### src/sv/uvst_pkg.sv
package uvst_pkg;

	// command kinds
	typedef enum logic {
		CMD_VERTEX = 1'b0,
		CMD_QUAD   = 1'b1
	} cmd_t;

	// configuration register indexes
	localparam logic [1:0] REG_RADIUS   = 2'd0;
	localparam logic [1:0] REG_SEGMENTS = 2'd1;
	localparam logic [1:0] REG_RINGS    = 2'd2;

	localparam int RAD_W        = 24;
	localparam int IDX_W        = 20;
	localparam int TEX_W        = 17;
	localparam int QUOT_W       = 33;
	localparam int CORDIC_MAX   = 24;
	localparam int SMALL_RADIUS = 6;

	localparam logic signed [31:0] GAIN_START = 32'sd652032874;
	localparam logic signed [31:0] ONE_Q30    = 32'sd1073741824;

	// arctangent of 2^-i in turns, Q0.32
	localparam logic signed [31:0] ATAN_TURNS [CORDIC_MAX] = '{
		32'sd536870912, 32'sd316933406, 32'sd167458907, 32'sd85004756,
		32'sd42667331, 32'sd21354465, 32'sd10679838, 32'sd5340245,
		32'sd2670163, 32'sd1335087, 32'sd667544, 32'sd333772,
		32'sd166886, 32'sd83443, 32'sd41722, 32'sd20861,
		32'sd10430, 32'sd5215, 32'sd2608, 32'sd1304,
		32'sd652, 32'sd326, 32'sd163, 32'sd81
	};

	// one rotation lane
	typedef struct packed {
		logic signed [31:0] x;
		logic signed [31:0] y;
		logic signed [31:0] z;
	} cordic_t;

	// item info riding along the pipeline
	typedef struct packed {
		cmd_t              cmd;
		logic              bad;
		logic [IDX_W-1:0]  cur;
		logic [TEX_W-1:0]  tex_u;
		logic [TEX_W-1:0]  tex_v;
		logic [1:0]        qp;
		logic [1:0]        qt;
	} meta_t;

endpackage

### src/sv/uvst_div_cell.sv
module uvst_div_cell #(
	parameter int CB    = 10,
	parameter bit FIRST = 1'b0
) (
	input  logic                         clk,
	input  logic                         en,
	input  logic [CB-1:0]                den,
	input  logic [CB:0]                  rem_i,
	input  logic [uvst_pkg::QUOT_W-1:0]  quo_i,
	output logic [CB:0]                  rem_o,
	output logic [uvst_pkg::QUOT_W-1:0]  quo_o
);
	import uvst_pkg::*;

	logic [CB+1:0] trial;
	logic          ge;

	// one restoring quotient bit
	always_comb begin
		trial = FIRST ? {1'b0, rem_i} : {rem_i, 1'b0};
		ge    = trial >= {2'b00, den};
	end

	always_ff @(posedge clk) begin
		if (en) begin
			rem_o <= (CB+1)'(ge ? trial - {2'b00, den} : trial);
			quo_o <= {quo_i[QUOT_W-2:0], ge};
		end
	end

endmodule

### config.mk
export PLATFORM = sky130hd
export DESIGN_NAME = uvst_div_cell
export DESIGN_NICKNAME = d
export VERILOG_FILES = /design/src/sv/uvst_pkg.sv /design/src/sv/uvst_div_cell.sv
export SDC_FILE = /design/constraint.sdc
export NUM_CORES = 1
export LEC_CHECK = 0
export BUFFER_PORTS_ARGS = -buffer_cell sky130_fd_sc_hd__clkbuf_2
export CAP_MARGIN = 10
export CORE_ASPECT_RATIO = 0.75
export CORE_MARGIN = 2
export CORE_UTILIZATION = 46
export DETAILED_ROUTE_END_ITERATION = 10
export PLACE_DENSITY_LB_ADDON = 0.25
export SLEW_MARGIN = 20
export SYNTH_ARGS = -nofsm -noshare
export SYNTH_HDL_FRONTEND = slang
export SYNTH_SLANG_ARGS = --single-unit
export TNS_END_PERCENT = 50
### constraint.sdc
create_clock -name clk -period 2.4 [get_ports clk]
set_input_delay 0.12 -clock clk [delete_from_list [all_inputs] [get_ports clk]]
set_output_delay 0.12 -clock clk [all_outputs]
set_load 0.02 [all_outputs]
==> reports/metrics.csv, run 1 <==
stage,metric,value,unit
finish,"Area growth, synth to finish",41.1,%
routing,Iter 0 DRT Violations,37,
finish,"commonest non-fill, non-tap cell in the layout",clkbuf_2,
clock_network,"Reg clk slew, reported paths",80,ps
clock_network,post-CTS setup buffers,0,
setup_path,crit path cell chain,clkbuf_2 > inv_1 > ha_1 > nand4_1 > a21o_1 > a21o_1 > nand3_2 > buf_4 > mux2_2,
finish,fraction of layout cells with a size suffix above 1,0.485,
routing,Avg Vias per Cell,4.77,
logic_synthesis,post-synthesis instance total,134,
logic_synthesis,Synth Net Count,201,
logic_synthesis,Adder-Cell Fraction of Synth Area,0.0704,
logic_synthesis,area fraction in compound gates after synthesis,0.0977,
finish,Nets,327,
routing,drt first pass iters,4,
clock_network,CTS Buffer Depth,2,
sta,setup violators final,0,
logic_synthesis,post-synthesis average cell area,15.4,um2
floorplanning,Die X,81.3,um
setup_path,startpoint types,input port,
setup_path,CP Max Fanout,11,
pwr,Worst VDD drop,0.324,mV
logic_synthesis,Post-Synthesis Cell Area,2060,um2
logic_synthesis,mux contribution to synthesized area,0.0692,
setup_path,"Arr. time, crit path",1890,ps
grt,GRT Total Usage,0.159,
grt,met2 Use GR,0.265,
sta,Tmin final,1830,ps
routing,drt wl/cell,13.1,um
clock_network,Root Driver,clkbuf_8,
routing,routed wire length,4160,um
logic_synthesis,Post-synth ARST share,0,
logic_synthesis,simple logic cell fraction of the synthesized area,0.0601,
sta,Hold Slack,6.72,ps
logic_synthesis,Ys Warns,0,
grt,GR peak layer,met2,
floorplanning,die height,62.0,um
sta,Final Hold Viols,0,
logic_synthesis,largest family of logic cells by synthesized area,compound AO/OA/AOI/OAI gates,
setup_path,CP Capture Type,flop,
finish,"commonest non-fill, non-tap cells in the layout","clkbuf_2 (98), edfxtp_1 (44), dlygate4sd3_1 (22)",
sta,fin crit share,0.763,
clock_network,Num CTS Buffers,5,
sta,post-route setup TNS,0,ps
logic_synthesis,post-synth cell types,39,
floorplanning,Initial Util,0.470,
logic_synthesis,number of synthesized flops with an enable pin,44,
grt,vias in the first global route,1341,
min_path,Hold Path Class,in2reg,
finish,filler cell count,344,
grt,largest net degree at the start of global routing,28,
logic_synthesis,"FF+latch count, synth",44,
finish,diode count,0,
floorplanning,Rows,21,
grt,met1 Usage GRT,0.199,
floorplanning,die area,5040,um2
setup_path,slowest cell on the critical path,ha_1,
place,hpwl dp,3070,um
setup_path,Buf/Inv on CP,3,
grt,total gr overflow,0,
sta,max-slew violations,0,
grt,first-pass GRT wire length,5840,um
logic_synthesis,Post-synth top flop,edfxtp_1,
floorplanning,Placeable Area,4390,um2
clock_network,CTS tree,built,
setup_path,top cell family by delay on the critical path,adder cells,
setup_path,critical path type,in2reg,
logic_synthesis,xor/xnor share of the synthesized area,0.0255,
setup_path,"Largest stage delay, worst path",420,ps
grt,initial antenna violation count,0,
logic_synthesis,register area share after synthesis,0.641,
routing,drt drc,0,
setup_path,CP dominant cell by count,a21o_1,
sta,Slew headroom,0.559,
sta,Worst Tran Pin Value,661,ps
pwr,leak pwr,1.32,nW
pwr,pwr dens,636,nW/um2
place,Buffers on Ports,98,
clock_network,H-tree lvl count,2,
grt,grt met3 use,0.0390,
place,gpl congestion,0.764,
outcome,run status,completed,
run,Maximum Capacitance Violations,0,
sta,RSZ-0062 raised after global routing,false,
clock_network,clk sink count,44,
routing,post-route ant nets,0,
floorplanning,# IOs,100,
routing,vias,1513,
setup_path,Worst EP required,2460,ps
sta,f_max,546,MHz
through the flow:
step	cell area [um2]	utilization	total power [W]	setup slack, ps	cells
floorplan	2060	-	0.00125	502	134
global route	2910	0.663	0.00194	438	317
detailed placement	2610	0.595	0.00141	285	288
finish	2910	0.663	0.00185	569	317
CTS	2860	0.652	0.00186	571	312
global placement	2610	0.595	0.00140	272	288
Yosys cell counts (3+ instances only):
master,n,share of area
a21oi_1,7,0.017
a21o_1,3,0.011
edfxtp_1,44,0.64
nand2_1,3,0.0055
xnor2_1,4,0.017
o21a_1,3,0.011
inv_1,10,0.018
mux2_4,8,0.058
ha_1,10,0.061
nor2_1,5,0.0091
per-layer routing:
metal / vias to the layer above / wire (um)
li1: 760 / -
met1: 682 / 1810
met2: 63 / 1930
met3: 8 / 343
met4: 0 / 71
met5: - / 0
final timing paths:
path	endpoint	slack, ps	cells past startpoint	start
worst max-delay path	rem_o[1]$_DFFE_PP_	570	9	den[7]
worst min-delay path	quo_o[11]$_DFFE_PP_	7	1	quo_i[10]
layout make-up:
type                    count  area, um2  area share
clock inverters             2       12.5     0.00430
multi-input cells          76        666       0.229
flip-flops and latches     44       1320       0.454
clock buffers               5       68.8      0.0236
repair buffers            123        733       0.252
inverters                  10       37.5      0.0129
well taps                  57       71.3      0.0245
timing repair:
item,CTS,global route
hold buffers,17,5
hold endpoints to repair,17,5
gates resized for setup,0,0
report_power, final:
part	internal, W	total [W]	leakage, nW	switching, W
Combinational	0.000214	0.000461	0.853	0.000247
Clock	0.000197	0.000437	0.0400	0.000240
Sequential	0.000935	0.000954	0.431	0.0000187
Total	0.00135	0.00185	1.32	0.000506
kinds of logic (layout without fill, tap and decap cells):
family          after synthesis  count (layout)
simple gates                 22              22
buf+inv                      14             140
flops                        44              44
mux                          10              10
xor+xnor                      6               6
compound gates               27              27
fa+ha+maj                    11              11
sequential cells by signal, summed over array words and instances (netlist names):
name   cells
quo_o     33
rem_o     11
(Power assumes the default switching activity.)
==> run 2, diff against run 1 <==
- clock period: 2.4 -> 1.87 ns (I/O delays scaled with it)
==> reports/metrics.csv, run 2 (same netlist as run 1, synthesis figures left out) <==
stage,metric,value,unit,change
pwr,Reg power frac,0.472,,-0.043
setup_path,CP Capture Type,flop,,
setup_path,CP Max Fanout,4,,-7
finish,Largest Register,quo_o,,
setup_path,"Arr. time, crit path",1750,ps,-140 ps
floorplanning,# IOs,100,,unchanged
routing,routed wire length,4540,um,+9.2%
clock_network,Num CTS Buffers,5,,unchanged
sta,Tmin final,1700,ps,
min_path,Hold Crit Start,rem_i[2],,
grt,vias in the first global route,1445,,+7.8%
routing,post-route ant nets,0,,unchanged
sta,Slew headroom,0.638,,+0.0788
sta,setup ws final,166,ps,-403 ps
finish,diode count,0,,unchanged
routing,Iter 0 DRT Violations,54,,+46%
routing,drt first pass iters,4,,unchanged
floorplanning,Rows,21,,unchanged
grt,largest net degree at the start of global routing,45,,+61%
pwr,Clk pwr share,0.272,,+0.036
grt,total gr overflow,0,,unchanged
place,hpwl dp,3270,um,+6.4%
pwr,total power,0.00260,W,+40%
sta,Hold Slack,116,ps,+110 ps
clock_network,H-tree lvl count,2,,unchanged
finish,"Area growth, synth to finish",55.9,%,
place,gpl congestion,0.820,,+7.2%
clock_network,CTS tree,built,,
sta,Final Hold Viols,0,,unchanged
sta,max-slew violations,0,,unchanged
finish,Nets,360,,+10%
routing,drt drc,0,,unchanged
clock_network,clk sink count,44,,unchanged
pwr,pwr dens,809,nW/um2,+27%
pwr,switch share,0.258,,-0.0147
routing,drt wl/cell,12.9,um,-1.4%
pwr,sw power,0.000672,W,+33%
pwr,internal power,0.00193,W,+43%
min_path,Hold Path Class,in2reg,,
pwr,Worst VDD drop,0.385,mV,+19%
routing,vias,1626,,+7.5%
pwr,leak pwr,1.49,nW,+12%
finish,fraction of layout cells with a size suffix above 1,0.510,,+0.0256
run,Maximum Capacitance Violations,0,,unchanged
floorplanning,Initial Util,0.470,,unchanged
floorplanning,Die X,81.3,um,unchanged
clock_network,"Reg clk slew, reported paths",80,ps,about the same
setup_path,crit path to,rem_o[9]$_DFFE_PP_,,
routing,Avg Vias per Cell,4.63,,-2.9%
sta,Worst Tran Pin Value,543,ps,-118 ps
finish,"commonest non-fill, non-tap cell in the layout",clkbuf_2,,
setup_path,Setup crit start,den[1],,
outcome,run status,completed,,
sta,setup violators final,0,,unchanged
place,setup slack at placement,-126,ps,-411 ps
setup_path,Worst EP required,1910,ps,-550 ps
floorplanning,die area,5040,um2,unchanged
floorplanning,die height,62.0,um,unchanged
setup_path,critical path type,in2reg,,
place,Buffers on Ports,98,,unchanged
finish,number of flip-flops in the largest register,33,,unchanged
sta,f_max,587,MHz,
grt,initial antenna violation count,0,,unchanged
floorplanning,Placeable Area,4390,um2,unchanged
clock_network,Root Driver,clkbuf_8,,
sta,fin crit share,0.911,,
finish,"commonest non-fill, non-tap cells in the layout","clkbuf_2 (98), edfxtp_1 (44), dlygate4sd3_1 (32)",,
clock_network,CTS Buffer Depth,2,,unchanged
grt,GRT Total Usage,0.175,,+0.0158
finish,Layout Utilization,0.733,,+0.0696
pwr,Gate power share,0.256,,+0.007
grt,first-pass GRT wire length,6470,um,+11%
setup_path,startpoint types,input port,,
sta,RSZ-0062 raised after global routing,false,,
clock_network,post-cts sizing count,0,,unchanged
finish,Top Registers,"quo_o: 33 flops, rem_o: 11 flops",,
run 2: power groups by stage:
stage / Combinational (W) / Clock [W] / Sequential [W]
after floorplan: 0.000237 / 0 / 0.00137
after global placement: 0.000605 / 0 / 0.00124
after detailed placement: 0.000614 / 0 / 0.00125
after CTS: 0.000669 / 0.000736 / 0.00123
after global routing: 0.000724 / 0.000767 / 0.00123
final: 0.000666 / 0.000708 / 0.00123
run 2: what timing repair did:
item | CTS | global route
hold endpoints to repair | 32 | 0
hold buffers | 32 | 0
setup buffers | 0 | 0
run 2: worst min-delay path by stage:
stage	end	slack (ps)	cells after the start
after floorplan	quo_o[10]$_DFFE_PP_	190	0
after global placement	quo_o[7]$_DFFE_PP_	270	1
after detailed placement	quo_o[5]$_DFFE_PP_	270	1
after CTS	rem_o[3]$_DFFE_PP_	110	2
after global routing	rem_o[8]$_DFFE_PP_	110	2
final	rem_o[3]$_DFFE_PP_	120	2
run 2: routing by layer:
metal / GRT usage / up-vias / wire, um
li1: - / 826 / -
met1: 0.221 / 732 / 1940
met2: 0.288 / 63 / 2140
met3: 0.0520 / 5 / 393
met4: 0.0702 / 0 / 65
met5: 0 / - / 0
run 2: critical path, stage by stage:
cell	delay, ps
clkbuf_2	80
inv_1	60
ha_1	310
ha_1	180
o211ai_1	150
a21o_1	140
a21o_1	140
nand3_2	120
buf_4	190
mux2_4	290
run 2: cell type report:
class	instances	area, um2
clock inverters	3	42.5
fillers	290	1170
repair buffers	156	1010
flip-flops and latches	44	1320
clock buffers	5	68.8
inverters	10	37.5
multi-input cells	76	668
well taps	57	71.3
run 2: metrics by stage:
step,setup TNS [ps],cells,area (um2)
3_3_place_gp,-1020,311,2780
5_1_grt,0,351,3220
3_5_place_dp,-1100,311,2780
6_report,0,351,3220
2_1_floorplan,0,134,2060
4_1_cts,0,351,3220
