$ cat src/sv/uvst_pkg.sv
package uvst_pkg;

	// command kinds
	typedef enum logic {
		CMD_VERTEX = 1'b0,
		CMD_QUAD   = 1'b1
	} cmd_t;

	// configuration register indexes
	localparam logic [1:0] REG_RADIUS   = 2'd0;
	localparam logic [1:0] REG_SEGMENTS = 2'd1;
	localparam logic [1:0] REG_RINGS    = 2'd2;

	localparam int RAD_W        = 24;
	localparam int IDX_W        = 20;
	localparam int TEX_W        = 17;
	localparam int QUOT_W       = 33;
	localparam int CORDIC_MAX   = 24;
	localparam int SMALL_RADIUS = 6;

	localparam logic signed [31:0] GAIN_START = 32'sd652032874;
	localparam logic signed [31:0] ONE_Q30    = 32'sd1073741824;

	// arctangent of 2^-i in turns, Q0.32
	localparam logic signed [31:0] ATAN_TURNS [CORDIC_MAX] = '{
		32'sd536870912, 32'sd316933406, 32'sd167458907, 32'sd85004756,
		32'sd42667331, 32'sd21354465, 32'sd10679838, 32'sd5340245,
		32'sd2670163, 32'sd1335087, 32'sd667544, 32'sd333772,
		32'sd166886, 32'sd83443, 32'sd41722, 32'sd20861,
		32'sd10430, 32'sd5215, 32'sd2608, 32'sd1304,
		32'sd652, 32'sd326, 32'sd163, 32'sd81
	};

	// one rotation lane
	typedef struct packed {
		logic signed [31:0] x;
		logic signed [31:0] y;
		logic signed [31:0] z;
	} cordic_t;

	// item info riding along the pipeline
	typedef struct packed {
		cmd_t              cmd;
		logic              bad;
		logic [IDX_W-1:0]  cur;
		logic [TEX_W-1:0]  tex_u;
		logic [TEX_W-1:0]  tex_v;
		logic [1:0]        qp;
		logic [1:0]        qt;
	} meta_t;

endpackage

$ cat src/sv/uvst_cordic_cell.sv
module uvst_cordic_cell #(
	parameter int IDX = 0
) (
	input  logic                clk,
	input  logic                en,
	input  uvst_pkg::cordic_t   a_i,
	input  uvst_pkg::cordic_t   b_i,
	output uvst_pkg::cordic_t   a_o,
	output uvst_pkg::cordic_t   b_o
);
	import uvst_pkg::*;

	function automatic cordic_t rotate(input cordic_t v);
		cordic_t r;
		logic signed [31:0] dx;
		logic signed [31:0] dy;
		dx = v.y >>> IDX;
		dy = v.x >>> IDX;
		if (!v.z[31]) begin
			r.x = v.x - dx;
			r.y = v.y + dy;
			r.z = v.z - ATAN_TURNS[IDX];
		end else begin
			r.x = v.x + dx;
			r.y = v.y - dy;
			r.z = v.z + ATAN_TURNS[IDX];
		end
		return r;
	endfunction

	// one micro-rotation on both angles
	always_ff @(posedge clk) begin
		if (en) begin
			a_o <= rotate(a_i);
			b_o <= rotate(b_i);
		end
	end

endmodule

$ cat config.mk
export PLATFORM = sky130hd
export DESIGN_NAME = uvst_cordic_cell
export DESIGN_NICKNAME = d
export VERILOG_FILES = /design/src/sv/uvst_pkg.sv /design/src/sv/uvst_cordic_cell.sv
export SDC_FILE = /design/constraint.sdc
export NUM_CORES = 1
export LEC_CHECK = 0
export BUFFER_PORTS_ARGS = -buffer_cell sky130_fd_sc_hd__buf_2
export CORE_UTILIZATION = 50
export CTS_CLUSTER_SIZE = 20
export DETAILED_ROUTE_END_ITERATION = 6
export PLACE_DENSITY = 0.84
export SLEW_MARGIN = 0
export SYNTH_ARGS = -nofsm -noshare
export SYNTH_HDL_FRONTEND = slang
export SYNTH_SLANG_ARGS = --single-unit
$ cat constraint.sdc
create_clock -name clk -period 2.9 [get_ports clk]
set_clock_uncertainty 0.2 [all_clocks]
set_input_delay 0 -clock clk [delete_from_list [all_inputs] [get_ports clk]]
set_output_delay 0 -clock clk [all_outputs]
set_load 0.03 [all_outputs]
==> summary.md, run 1 <==
| Metric | Value |
|---|---|
| Worst hold path type | input pin to register |
| Minimum clock period | 2842 ps |
| Status | complete, no violations |
| Clk sinks | 190 |
| Simple-gate share of the synthesized area | 0.1146 |
| Area fraction in compound gates after synthesis | 0.2330 |
| Main combinational cell family by area after synthesis | compound AO/OA/AOI/OAI gates |
| Synth Register Bits | 190 |
| Total Wirelength | 58980 um |
| Crit end category | register |
| Final Slew Violations | 0 |
| CP max stage delay | 530 ps |
| Die Ht | 183.1 um |
| Via Count | 17.08k |
| Std-Cell Rows | 65 |
| Hold WS | 20.19 ps |
| Post-Synth XOR/XNOR Area | 0.06460 |
| Post-Syn Area | 16410 um^2 |
| Post-synth top flop | edfxtp_1 |
| Seq/Total Area, Yosys | 0.3478 |
| Rel. slew slack | 0.5243 |
| Worst-margin pin slew | 713.5 ps |
| Sum Neg Setup Slack | 0 ps |
| Die area | 33540 um^2 |
| Port Buffer Count | 385 |
| Max Cap Viol | 0 |
| ANT nets after route | 0 |
| Post-synth EDFFs | 190 |
| Worst setup margin | 57.55 ps |
| First-pass GRT wire length | 89740 um |
| CP top delay family | simple AND/OR/NAND/NOR gates |
| F_max | 351.8 MHz |
| Synth async-reset ratio | 0 |
| Final Wtd Congestion | 1.021 |
| Syn nets | 2208 |
| Tcrit/Tclk final | 0.9802 |
| Leak | 10.44 nW |
| Final hold vios | 0 |
| Hpwl dp | 46390 um |
| GRT overflow | 0 |
| Vias per inst | 5.702 |
| DRC Markers | 0 |
| Bufs and invs on worst path | 2 |
| Area delta synth->final | 37.33% |
| Pwr Density | 476.0 nW/um^2 |
| Source of the critical timing path | a_i[77] |
| Fill cells | 2493 |
| H-tree depth | 4 |
| Avg Synthesized Cell Area | 9.024 um^2 |
| Clk buf depth | 2 |
| Crit path kind | input pin to register |
| Routed WL per cell | 19.69 um |
| Starting Density | 0.5146 |
| Synth Area in Adders | 0.1531 |
| Layout cells sized above 1 | 0.3095 |
| Startpoint Class | input pin |
| Cells along the critical path | dlygate4sd3_1 -> buf_2 -> ha_1 -> nand2_1 -> or4_1 -> a31oi_2 -> o21ai_2 -> a21o_2 -> nor4_1 -> o32ai_1 -> xnor2_1 |
| CTS tree | built |
| Inserted Clock Buffers | 17 |
| Clk pin slew, worst setup/hold paths | 80 ps |
| CP max-delay cell | dlygate4sd3_1 |
| Power Total | 0.01072 W |
| Root buf cell | clkbuf_16 |
| Hold path start | b_i[73] |
| Dpl ws | -439.2 ps |
| YS warnings | 0 |
| Initial DRC Count | 1797 |
| Critical path data arrival time | 2850 ps |
| Multiplexer share of the synthesized area | 0.01525 |
| Io pins | 386 |
| Vias in the first global route | 16.69k |
| CP max FO | 5 |
| VDD IR max | 0.4013 mV |
| Gate Count Post-Synth | 1818 |
| DRT Pass-1 Iters | 6 |
| Die X | 183.1 um |
| Initial antenna violation count | 3 |
| Pin count of the biggest net entering global routing | 69 |
| Distinct cells, synth | 80 |
| GRT Total Usage | 0.3466 |
| Endpoints failing setup | 0 |
| Post-layout nets | 2933 |
| CP Data Required Time | 2910 ps |
| Core area | 31880 um^2 |
| RSZ-0062 raised after global routing | true |
-- per-layer routing --
metal,global-route usage,up-vias,part of all wire
li1,-,7952,-
met1,0.4426,8028,0.41
met2,0.5851,943,0.48
met3,0.04925,154,0.071
met4,0.1490,0,0.039
met5,0,-,0
-- metrics by stage --
| step | util | instances | cell area, um^2 |
|---|---|---|---|
| 2_1_floorplan | - | 1818 | 16410 |
| 3_3_place_gp | 0.6553 | 2870 | 20890 |
| 3_5_place_dp | 0.6553 | 2870 | 20890 |
| 4_1_cts | 0.7013 | 2989 | 22360 |
| 5_1_grt | 0.7066 | 2994 | 22530 |
| 6_report | 0.7067 | 2995 | 22530 |
-- state kept, by name (all words and copies together) (netlist names) --
name,cells
a_o,95
b_o,95
-- path summary, 6_finish.rpt --
path,end,slack (ps),cells past startpoint
max,a_o[94],60,11
min,b_o[41],20,4
-- kinds of logic (layout without fill, tap and decap cells) --
family | after synthesis | after routing
other cells | 0 | 4
buf+inv | 290 | 1028
xor+xnor | 121 | 121
compound gates | 597 | 597
mux | 25 | 25
flops | 190 | 190
simple gates | 399 | 399
fa+ha+maj | 196 | 196
-- cell usage after synthesis, types with 22 or more instances --
cell type | instances | area share
nor3_1 | 36 | 0.011
xnor2_1 | 112 | 0.060
o31ai_1 | 24 | 0.011
o21ai_0 | 112 | 0.034
a21oi_1 | 217 | 0.066
a31oi_1 | 26 | 0.0099
ha_1 | 188 | 0.14
a21o_1 | 32 | 0.015
mux2i_1 | 25 | 0.015
nand4_1 | 22 | 0.0084
buf_2 | 25 | 0.0076
nand2_1 | 81 | 0.019
o21bai_1 | 39 | 0.018
inv_1 | 195 | 0.045
edfxtp_1 | 190 | 0.35
clkbuf_1 | 36 | 0.0082
nor2_1 | 152 | 0.035
-- area by class of cell --
type	count	area [um^2]	share of cell area
Antenna cell	4	10.01	0.0004443
Clock buffer	17	425.4	0.01888
Clock inverter	15	168.9	0.007497
Inverter	206	773.2	0.03432
Multi-Input combinational cell	1338	9672	0.4293
Sequential cell	190	5705	0.2532
Tap cell	435	544.3	0.02416
Timing Repair Buffer	790	5231	0.2322
-- what timing repair did --
action | CTS | global route
hold buffers | 87 | 0
hold endpoints to repair | 146 | 0
buffers inserted | 0 | 2
endpoints found under the setup margin | 0 | 31
resized for setup | 0 | 29
-- cells in the final DEF, fill, tap and decap left out, types with 81 or more instances in the layout --
master	n
nand2_1	81
xnor2_1	112
o21ai_0	109
edfxtp_1	190
ha_1	187
nor2_1	151
buf_2	384
buf_4	315
dlygate4sd3_1	87
inv_1	194
a21oi_1	214
-- report_power, final --
part / internal (W) / leakage (nW) / switching [W] / total [W]
combinational: 0.00180 / 8.29 / 0.00287 / 0.00467
sequential: 0.00353 / 1.86 / 0.000118 / 0.00365
clock: 0.00116 / 0.287 / 0.00124 / 0.00240
No activity file was read; power rests on OpenSTA's default activity.
==> run 2, diff against run 1 <==
--- a/config.mk
+++ b/config.mk
@@ -9,7 +9,7 @@
 export CORE_UTILIZATION = 50
 export CTS_CLUSTER_SIZE = 20
 export DETAILED_ROUTE_END_ITERATION = 6
-export PLACE_DENSITY = 0.84
+export PLACE_DENSITY = 0.75
 export SLEW_MARGIN = 0
 export SYNTH_ARGS = -nofsm -noshare
 export SYNTH_HDL_FRONTEND = slang
==> constraint.sdc (replaced) <==
create_clock -name clk -period 2.7 [get_ports clk]
set_clock_uncertainty 0.2 [all_clocks]
set_input_delay 0 -clock clk [delete_from_list [all_inputs] [get_ports clk]]
set_output_delay 0 -clock clk [all_outputs]
set_load 0.03 [all_outputs]
==> summary.md, run 2 (synthesis results as in run 1) <==
| Metric | Value |
|---|---|
| Status | complete, but fails checks |
| Violations in the final reports | design-rule violations, negative hold slack |
| Final Slew Violations | 0 |
| Area delta synth->final | 42.40% |
| Die area | 33540 um^2 |
| Routed WL per cell | 19.80 um |
| Rel. slew slack | 0.5991 |
| CTS tree | built |
| Root buf cell | clkbuf_16 |
| GRT Total Usage | 0.3533 |
| Clk pin slew, worst setup/hold paths | 80 ps |
| Clk sinks | 190 |
| Hold Crit Depth | 4 |
| Critical path data arrival time | 2660 ps |
| Vias per inst | 5.711 |
| Leak | 10.91 nW |
| Endpoints failing setup | 0 |
| Starting Density | 0.5146 |
| Final Util | 0.7328 |
| VDD IR max | 0.4735 mV |
| Worst hold path type | input pin to register |
| Initial antenna violation count | 1 |
| Core area | 31880 um^2 |
| Crit path kind | input pin to register |
| Fill cells | 2448 |
| Vias in the first global route | 17.14k |
| Via Count | 17.60k |
| Std-Cell Rows | 65 |
| Dpl ws | -761.2 ps |
| CP Data Required Time | 2710 ps |
| DRC Markers | 8 |
| F_max | 378.4 MHz |
| Commonest non-fill, non-tap cell in the layout | buf_4 |
| Inserted Clock Buffers | 17 |
| Total Wirelength | 61020 um |
| Tcrit/Tclk final | 0.9789 |
| Die Ht | 183.1 um |
| Final Wtd Congestion | 0.9880 |
| First-pass GRT wire length | 91400 um |
| Hold path start | b_i[67] |
| RSZ-0062 raised after global routing | true |
| Final hold vios | 2 |
| Most frequent cells in the layout | buf_4, buf_2, a21oi_1 |
| Startpoint Class | input pin |
| Max Cap Viol | 0 |
| Worst setup margin | 57.08 ps |
| Pwr Density | 509.1 nW/um^2 |
| Worst-margin pin slew | 593.9 ps |
| Initial DRC Count | 1862 |
| Pin count of the biggest net entering global routing | 81 |
| Post-layout nets | 3023 |
| Clk buf depth | 2 |
| Port Buffer Count | 385 |
| H-tree depth | 4 |
| Layout cells sized above 1 | 0.3394 |
| CP max FO | 8 |
| WHS Endpoint | b_o[67] |
| Hold WS | -7.490 ps |
| Hpwl dp | 47400 um |
| Die X | 183.1 um |
| Crit end category | register |
| GRT overflow | 0 |
| ANT nets after route | 0 |
| Minimum clock period | 2643 ps |
| DRT Pass-1 Iters | 7 |
| Io pins | 386 |
| Top flop regs | a_o x95, b_o x95 |
## run 2: cell count changes in the layout (fill, tap and decap cells not counted), moves of 3 or more
| cell | delta |
|---|---|
| a211oi_1 | -3 |
| a211oi_2 | +3 |
| a31oi_1 | -4 |
| a31oi_4 | +3 |
| buf_4 | +89 |
| diode_2 | -3 |
| ha_1 | -3 |
| ha_2 | +3 |
## run 2: layout make-up
cell class	count	area, um^2	share of cell area
repair buffers	880	5919	0.2534
flip-flops and latches	190	5705	0.2442
clock buffers	17	425.4	0.01821
inverters	206	777.0	0.03326
clock inverters	15	214.0	0.009159
multi-input cells	1338	9773	0.4183
well taps	435	544.3	0.02330
diodes	1	2.502	0.0001071
## run 2: what timing repair did
| item | CTS | global route |
|---|---|---|
| gates resized for setup | 6 | 46 |
| endpoints found under the setup margin | 6 | 32 |
| cloned | 0 | 0 |
| hold buffers | 87 | 0 |
| endpoints found under the hold margin | 139 | 0 |
| pin swaps | 1 | 13 |
| setup buffers | 0 | 3 |
## run 2: how the worst max path moves through the flow
stage,startpoint,slack [ps],cells past startpoint,endpoint
2_1_floorplan,a_i[32],30,11,a_o[94]
3_3_place_gp,b_i[64],-520,13,b_o[94]
3_5_place_dp,b_i[64],-760,13,b_o[94]
4_1_cts,b_i[64],-3,13,b_o[94]
5_1_grt,b_i[32],-50,13,b_o[92]
6_report,a_i[46],60,12,a_o[58]
## run 2: worst max-delay path, cell delays in order
cell           delay [ps]
buf_2                  90
inv_1                  40
ha_1                  310
dlygate4sd3_1         570
buf_4                 180
o31ai_2               240
o31a_1                260
a21o_1                180
a21boi_1              100
o41ai_2               400
a21oi_2               130
xnor2_1               140
## run 2: power breakdown
part | switching [W] | internal, W
Clock | 0.00139 | 0.00137
Combinational | 0.00314 | 0.00206
Sequential | 0.000142 | 0.00380
## run 2: per-stage QoR
stage	total power, W	hold slack (ps)	cell area (um^2)	TNS, ps	cells
floorplan	0.006795	-101.1	16410	0	1818
global placement	0.008805	-23.32	21570	-17900	2959
detailed placement	0.008850	-21.74	21570	-20210	2959
CTS	0.01171	1.341	23110	-3.349	3078
global route	0.01235	25.66	23360	-305.5	3082
finish	0.01189	-7.490	23360	0	3082
## run 2: metal layers
metal	vias to the layer above	GRT usage	share of wire
li1	8125	-	-
met1	8290	0.4436	0.40
met4	0	0.1547	0.042
met2	1021	0.6119	0.48
met3	165	0.04031	0.071
met5	-	0	0
